[src/sv/pdq_pkg.sv]
`timescale 1ns / 1ps
// ----------------------------------------------------------------------------
// pdq_pkg
// Types and constants shared by the positional deque and its storage cells.
// ----------------------------------------------------------------------------
package pdq_pkg;

  // Number of storage cells; the 5-bit count and position fields can hold it.
  localparam int unsigned Capacity = 16;
  localparam int unsigned IdxW     = $clog2(Capacity);
  localparam int unsigned CntW     = 5;

  typedef enum logic [3:0] {
    CMD_PUSH_BACK  = 4'd0,
    CMD_PUSH_FRONT = 4'd1,
    CMD_POP_FRONT  = 4'd2,
    CMD_POP_BACK   = 4'd3,
    CMD_INS_HEAD   = 4'd4,
    CMD_INS_TAIL   = 4'd5,
    CMD_REM_HEAD   = 4'd6,
    CMD_REM_TAIL   = 4'd7,
    CMD_READ_HEAD  = 4'd8,
    CMD_READ_TAIL  = 4'd9
  } cmd_e;

  typedef enum logic [1:0] {
    ST_OK    = 2'd0,
    ST_FULL  = 2'd1,
    ST_EMPTY = 2'd2,
    ST_RANGE = 2'd3
  } status_e;

  typedef struct packed {
    logic [31:0] cell_word;
    logic [31:0] link;
  } entry_t;

  typedef struct packed {
    logic [3:0]      cmd;
    logic [CntW-1:0] position;
    logic [31:0]     cell_value;
    logic [31:0]     link_value;
  } in_item_t;

  typedef struct packed {
    logic [1:0]      status;
    logic [31:0]     entry_cell;
    logic [31:0]     entry_link;
    logic [CntW-1:0] fill_count;
  } out_item_t;

  // Shift control broadcast to every cell.
  typedef struct packed {
    logic            ins;
    logic            rem;
    logic [CntW-1:0] idx;
  } cell_ctrl_t;

endpackage

[src/sv/pdq_cell.sv]
`timescale 1ns / 1ps
// ----------------------------------------------------------------------------
// pdq_cell
// One storage slot; takes the new entry on an insert at its place, shifts to
// the tail on an insert ahead of it, to the head on a removal at or ahead.
// ----------------------------------------------------------------------------
module pdq_cell #(
  parameter int unsigned CellIdx = 0
) (
  input  logic               clk_i,
  input  pdq_pkg::cell_ctrl_t ctrl_i,
  input  pdq_pkg::entry_t    new_i,
  input  pdq_pkg::entry_t    left_i,
  input  pdq_pkg::entry_t    right_i,
  output pdq_pkg::entry_t    data_o
);

  localparam logic [pdq_pkg::CntW-1:0] MyIdx = pdq_pkg::CntW'(CellIdx);

  pdq_pkg::entry_t data_q, data_d;

  always_comb begin
    data_d = data_q;
    if (ctrl_i.ins) begin
      if (MyIdx == ctrl_i.idx) begin
        data_d = new_i;
      end else if (MyIdx > ctrl_i.idx) begin
        data_d = left_i;
      end
    end else if (ctrl_i.rem && (MyIdx >= ctrl_i.idx)) begin
      data_d = right_i;
    end
  end

  // Payload only: slots beyond the fill count are never read.
  always_ff @(posedge clk_i) begin
    data_q <= data_d;
  end

  assign data_o = data_q;

endmodule

[src/sv/positional_deque.sv]
`timescale 1ns / 1ps
// ----------------------------------------------------------------------------
// positional_deque
// Bounded double-ended queue with positional insert, remove and read.
// ----------------------------------------------------------------------------
// Commands arrive on the in channel (valid/ready); each item gives exactly one
// result on the out channel: a status, the entry concerned and the fill count.
// Entries live in a row of cells with the head in cell 0. An insert or a
// removal shifts every cell behind the chosen position by one place in the
// same clock. The result is registered; out_valid_o rises in the cycle after
// acceptance. Throughput is one item per cycle while the receiver takes each
// result: the result register is reloaded in the cycle it is drained.
// When the receiver stalls, the result is held and in_ready_o drops until the
// result is taken; nothing is lost.
// The cfg channel writes the length limit (0 means all cells); it is always
// ready and should only be written while no command is outstanding.
// Reset clears the fill count, the limit and the result valid flag; cell
// contents are left as they are and need no clearing.
// ----------------------------------------------------------------------------
module positional_deque (
  input  logic                clk_i,
  input  logic                rst_ni,
  input  logic                in_valid_i,
  output logic                in_ready_o,
  input  pdq_pkg::in_item_t   in_data_i,
  output logic                out_valid_o,
  input  logic                out_ready_i,
  output pdq_pkg::out_item_t  out_data_o,
  input  logic                cfg_valid_i,
  output logic                cfg_ready_o,
  input  logic [pdq_pkg::CntW-1:0] cfg_data_i
);

  localparam int unsigned CntW = pdq_pkg::CntW;
  localparam int unsigned IdxW = pdq_pkg::IdxW;
  localparam logic [CntW-1:0] CapCnt = CntW'(pdq_pkg::Capacity);

  logic [CntW-1:0]    cnt_q, cnt_d, lim_q, eff_lim;
  logic               out_valid_q;
  pdq_pkg::out_item_t out_q, out_d;
  logic               fire, full, empty;
  pdq_pkg::cell_ctrl_t ctrl;
  pdq_pkg::entry_t    new_entry;
  pdq_pkg::entry_t    cell_data [pdq_pkg::Capacity];
  pdq_pkg::status_e   st;
  logic               is_ins, is_take, is_rem, bad_pos;
  logic [CntW-1:0]    idx;

  assign cfg_ready_o = 1'b1;
  assign in_ready_o  = !out_valid_q || out_ready_i;
  assign fire        = in_valid_i && in_ready_o;

  assign eff_lim = ((lim_q == '0) || (lim_q > CapCnt)) ? CapCnt : lim_q;
  assign full    = cnt_q >= eff_lim;
  assign empty   = cnt_q == '0;

  assign new_entry.cell_word = in_data_i.cell_value;
  assign new_entry.link      = in_data_i.link_value;

  always_comb begin
    is_ins  = 1'b0;
    is_take = 1'b0;
    is_rem  = 1'b0;
    bad_pos = 1'b0;
    idx     = '0;
    unique case (pdq_pkg::cmd_e'(in_data_i.cmd))
      pdq_pkg::CMD_PUSH_BACK: begin
        is_ins = 1'b1;
        idx    = cnt_q;
      end
      pdq_pkg::CMD_PUSH_FRONT: begin
        is_ins = 1'b1;
      end
      pdq_pkg::CMD_POP_FRONT: begin
        is_take = 1'b1;
        is_rem  = 1'b1;
      end
      pdq_pkg::CMD_POP_BACK: begin
        is_take = 1'b1;
        is_rem  = 1'b1;
        idx     = cnt_q - CntW'(1);
      end
      pdq_pkg::CMD_INS_HEAD: begin
        is_ins  = 1'b1;
        bad_pos = in_data_i.position > cnt_q;
        idx     = in_data_i.position;
      end
      pdq_pkg::CMD_INS_TAIL: begin
        is_ins  = 1'b1;
        bad_pos = in_data_i.position > cnt_q;
        idx     = cnt_q - in_data_i.position;
      end
      pdq_pkg::CMD_REM_HEAD, pdq_pkg::CMD_READ_HEAD: begin
        is_take = 1'b1;
        is_rem  = in_data_i.cmd == pdq_pkg::CMD_REM_HEAD;
        bad_pos = in_data_i.position >= cnt_q;
        idx     = in_data_i.position;
      end
      pdq_pkg::CMD_REM_TAIL, pdq_pkg::CMD_READ_TAIL: begin
        is_take = 1'b1;
        is_rem  = in_data_i.cmd == pdq_pkg::CMD_REM_TAIL;
        bad_pos = in_data_i.position >= cnt_q;
        idx     = cnt_q - CntW'(1) - in_data_i.position;
      end
      default: begin
      end
    endcase
  end

  always_comb begin
    st = pdq_pkg::ST_OK;
    if (is_ins) begin
      if (full) begin
        st = pdq_pkg::ST_FULL;
      end else if (bad_pos) begin
        st = pdq_pkg::ST_RANGE;
      end
    end else if (is_take) begin
      if (empty) begin
        st = pdq_pkg::ST_EMPTY;
      end else if (bad_pos) begin
        st = pdq_pkg::ST_RANGE;
      end
    end

    ctrl.ins = fire && is_ins && (st == pdq_pkg::ST_OK);
    ctrl.rem = fire && is_rem && (st == pdq_pkg::ST_OK);
    ctrl.idx = idx;

    cnt_d = cnt_q;
    if (ctrl.ins) begin
      cnt_d = cnt_q + CntW'(1);
    end else if (ctrl.rem) begin
      cnt_d = cnt_q - CntW'(1);
    end

    out_d.status     = st;
    out_d.entry_cell = '0;
    out_d.entry_link = '0;
    out_d.fill_count = cnt_d;
    // A successful take has idx below the count, so the low bits address it.
    if (is_take && (st == pdq_pkg::ST_OK)) begin
      out_d.entry_cell = cell_data[idx[IdxW-1:0]].cell_word;
      out_d.entry_link = cell_data[idx[IdxW-1:0]].link;
    end
  end

  for (genvar k = 0; k < pdq_pkg::Capacity; k++) begin : g_cell
    pdq_cell #(
      .CellIdx(k)
    ) u_cell (
      .clk_i  (clk_i),
      .ctrl_i (ctrl),
      .new_i  (new_entry),
      .left_i (cell_data[(k == 0) ? 0 : k - 1]),
      .right_i(cell_data[(k == pdq_pkg::Capacity - 1) ? k : k + 1]),
      .data_o (cell_data[k])
    );
  end

  always_ff @(posedge clk_i or negedge rst_ni) begin
    if (!rst_ni) begin
      cnt_q       <= '0;
      lim_q       <= '0;
      out_valid_q <= 1'b0;
    end else begin
      cnt_q <= cnt_d;
      if (cfg_valid_i) begin
        lim_q <= cfg_data_i;
      end
      if (fire) begin
        out_valid_q <= 1'b1;
      end else if (out_ready_i) begin
        out_valid_q <= 1'b0;
      end
    end
  end

  always_ff @(posedge clk_i) begin
    if (fire) begin
      out_q <= out_d;
    end
  end

  assign out_valid_o = out_valid_q;
  assign out_data_o  = out_q;

endmodule

[config.mk]
export PLATFORM = sky130hd
export DESIGN_NAME = positional_deque
export DESIGN_NICKNAME = d
export VERILOG_FILES = /design/src/sv/pdq_pkg.sv /design/src/sv/pdq_cell.sv /design/src/sv/positional_deque.sv
export SDC_FILE = /design/constraint.sdc
export NUM_CORES = 2
export LEC_CHECK = 0
export BUFFER_PORTS_ARGS = -buffer_cell sky130_fd_sc_hd__buf_2
export CORE_ASPECT_RATIO = 1.75
export CORE_UTILIZATION = 45
export DETAILED_ROUTE_END_ITERATION = 16
export HOLD_SLACK_MARGIN = 0.08
export SLEW_MARGIN = 25
export SYNTH_ARGS = -nofsm -noshare
export SYNTH_HDL_FRONTEND = slang
export SYNTH_SLANG_ARGS = --single-unit
[constraint.sdc]
create_clock -name clk_i -period 11.95 [get_ports clk_i]
set_clock_uncertainty 0.1 [all_clocks]
set_input_delay 1.7925 -clock clk_i [delete_from_list [all_inputs] [get_ports clk_i]]
set_output_delay 1.7925 -clock clk_i [all_outputs]
set_load 0.01 [all_outputs]
==> impl_metrics.tcl <==
set metrics [dict create \
    yosysTopAreaCellShare_pct 51.3 \
    async_reset_ff_share_pct 0.995 \
    die_h_um 501 \
    synth_area_um2 64100 \
    final_util_pct 49.1 \
    grt_pass1_wl_mm 332 \
    r2r_cells 15 \
    ys_ff_latch 1106 \
    required_ns 12.19 \
    tns_ns 0 \
    ir_worst_vdd_v 0.000163 \
    syn2layout_area_growth_pct 8.09 \
    critPathKind "flop to flop" \
    status "finished, final reports clean" \
    grt_usage_pct 31.0 \
    leakagePower_uw 0.0252 \
    ios 157 \
    drt-total-wl_mm 227 \
    p_clk_share_pct 28.2 \
    wire_per_inst_um 27.7 \
    hold_viol_final 0 \
    placementRows 182 \
    vias 51800 \
    cts_tree "done" \
    cts_root_buffer "clkbuf_16" \
    grt_max_degree 260 \
    syn_nets 6590 \
    ys_seq_area_share_pct 51.7 \
    multi_input_area_um2 28400 \
    yosys_warnings 0 \
    worstSkewPairLatency_ns 0.74 \
    antenna_left 0 \
    avgSynthCellArea_um2 9.88 \
    synthFlopType "edfxtp_1" \
    arrival_ns 6.77 \
    rsz0062_at_grt "false" \
    drc_errors 0 \
    p_sw_share_pct 37.1 \
    place_area_um2 65700 \
    netlist_instances 6488 \
    io_buffers 155 \
    numCtsBuffers 107 \
    power_switching_uw 4700 \
    post-cts-setup-buffers 0 \
    grt-ovfl-total 0 \
    power.density_nw_per_um2 183 \
    yosysUniqueCellTypes 72 \
    period_share_pct 54.6 \
    core_area_um2 141000 \
    finalNonFillerCells 8206 \
    timing.hold.ws_ns 0.434 \
    drive_gt1_share_pct 9.85 \
    h-tree-depth 3 \
    first_global_vias 49600 \
    fin_crit_ns 6.52 \
    internal-power_uw 7960 \
    fillers 13000 \
    clock_path_buffers 3 \
    cts_resized 0 \
    hp-class "flop to flop" \
    nets 6366 \
    place_inst 7995 \
    critPathCaptureType "flop" \
    dp_hpwl_mm 124 \
    share_comb_of_total_power_pct 31.5 \
    start_util_pct 45.5 \
    fmax_ghz 0.153 \
    seqPwrFrac_pct 40.4 \
    ys_top_cells_by_area "edfxtp_1 (51%), mux2i_1 (13%), nand2_1 (11%), o21ai_0 (4.7%), nand3_1 (2.7%)" \
    synth_edf_count 1095 \
    drt_first_pass_iters 7 \
    antenna_found_initial 19 \
    min_path_cells 2 \
    die_x_um 287 \
    yosys.area.top_type "edfxtp_1" \
    viasPerCell 6.31 \
    cts.sinks 1106 \
    crit_fanout 34 \
    hold_buffers 0 \
    drv_cap 0 \
    worstMarginPinSlew_ns 1.38 \
    setup_viol 0 \
    slew_headroom_pct 7.93 \
    slew_violations 0 \
    startpoint_type "flop" \
    final_cell_area_um2 69300 \
    cts.clk_slew.worst_paths_ns 0.06 \
    drtIter0Drc 5935 \
    die_area_um2 144000 \
    place.gp.congestion 0.844 \
    register_area_um2 33200 \
]
[cell type report]
cell class / count / share of cell area (%)
diodes: 10 / 0.0361
clock buffers: 137 / 4.18
repair buffers: 274 / 2.64
well taps: 1840 / 3.32
clock inverters: 64 / 0.891
flip-flops and latches: 1106 / 47.9
multi-input cells: 4759 / 41.0
inverters: 16 / 0.0975
[critical path, stage by stage (launching register included)]
cell       delay [ns]
dfrtp_1          0.40
or4_1            0.53
ha_1             0.32
nor2b_1          0.15
ha_1             0.24
nand2b_1         0.14
a21o_1           0.17
a21oi_1          0.13
o21ai_0          0.22
a22o_1           0.32
a2111oi_2        0.33
buf_4            0.27
nand3_1          0.57
a31oi_4          0.82
buf_4            0.59
buf_4            0.79
[cells in the final DEF (no fill, tap or decap), drive strengths merged, types with 19 or more instances in the layout]
cell type | Yosys | final
nand3 | 349 | 349
clkbuf | 343 | 137
edfxtp | 1095 | 1095
nor2 | 21 | 21
mux2 | 72 | 72
a21oi | 117 | 117
nor3 | 26 | 26
nor4 | 24 | 24
a221oi | 26 | 26
o21ai | 866 | 866
mux2i | 859 | 859
nand2 | 1874 | 1874
a311oi | 56 | 56
inv | 16 | 19
buf | 264 | 274
o211ai | 132 | 132
clkinv | 0 | 45
o22ai | 27 | 27
a31oi | 70 | 70
and3 | 112 | 112
[cells by family after synthesis]
group | Yosys count | synth area share [%]
xor gates and xnor gates | 12 | 0.197
adders and majority gates | 19 | 0.394
buffers and inverters | 623 | 4.47
muxes | 933 | 14.8
and+or+nand+nor | 2445 | 15.9
DFF | 1106 | 51.7
AOI/OAI and AO/OA | 1349 | 12.6
other | 1 | 0.00585
[stage by stage]
stage                     worst slack (ns)  total power, µW
after CTS                             5.40            12600
after detailed placement              4.88             9080
final                                 5.43            12700
after floorplan                       3.01             7670
after global placement                4.86             9030
after global routing                  5.26            13100
[state kept, by name, summed over array words and instances (netlist names)]
name / count
g_cell.u_cell.data_o: 1024
cnt_q: 5
out_valid_o: 1
out_data_o: 71
lim_q: 5
[per-layer routing]
layer	routed length [µm]	part of all wire [%]	GRT usage, %	vias up
met5	65	0.029	0	-
met1	87100	38	39.5	25400
met4	10900	4.8	14.1	10
met3	19900	8.7	4.43	614
met2	110000	48	51.9	2677
li1	-	-	-	23100
[path summary, 6_finish.rpt]
| path | start | endpoint | slack (ns) |
|---|---|---|---|
| max in group asynchronous | rst_ni | out_valid_o | 10.72 |
| max reg2reg | lim_q[0] | g_cell[13].u_cell.data_o[54] | 5.43 |
| min | out_valid_o | out_valid_o | 0.43 |
| min in group asynchronous | rst_ni | cnt_q[0] | 0.81 |
| min reg2reg | out_valid_o | out_valid_o | 0.43 |
| max | lim_q[0] | g_cell[13].u_cell.data_o[54] | 5.43 |
[power by group through the flow]
stage / clock network (µW) / logic (µW) / registers (µW)
global placement: 0 / 3850 / 5180
finish: 3570 / 3980 / 5110
detailed placement: 0 / 3900 / 5180
CTS: 3610 / 3910 / 5110
floorplan: 0 / 2540 / 5130
global route: 3730 / 4220 / 5150
[cell usage after synthesis (3+ instances only)]
cell type     n
nand2_1    1872
xor2_1        4
nor2_1       19
clkbuf_1    343
buf_2       136
edfxtp_1   1095
buf_6        30
mux2i_1     859
nand3_1     349
nor3_1       25
a32o_1        3
and3_1      112
o21ai_1     268
nor2b_1       3
o21ai_0     598
mux2_2       72
buf_4        35
a22oi_1       3
a221oi_1     25
a21o_1        3
nor4_1       23
a211oi_1     17
or4_1         3
o211ai_1     68
inv_1        16
dfrtp_1      11
nand3b_1      6
a41oi_1      15
ha_1         17
nand2b_1     10
a21oi_1     116
o211ai_2     64
buf_1        63
a311oi_1     56
o22ai_1      27
a31oi_1      70
xnor2_1       6
Note: power is estimated with default switching activity, not from simulation.
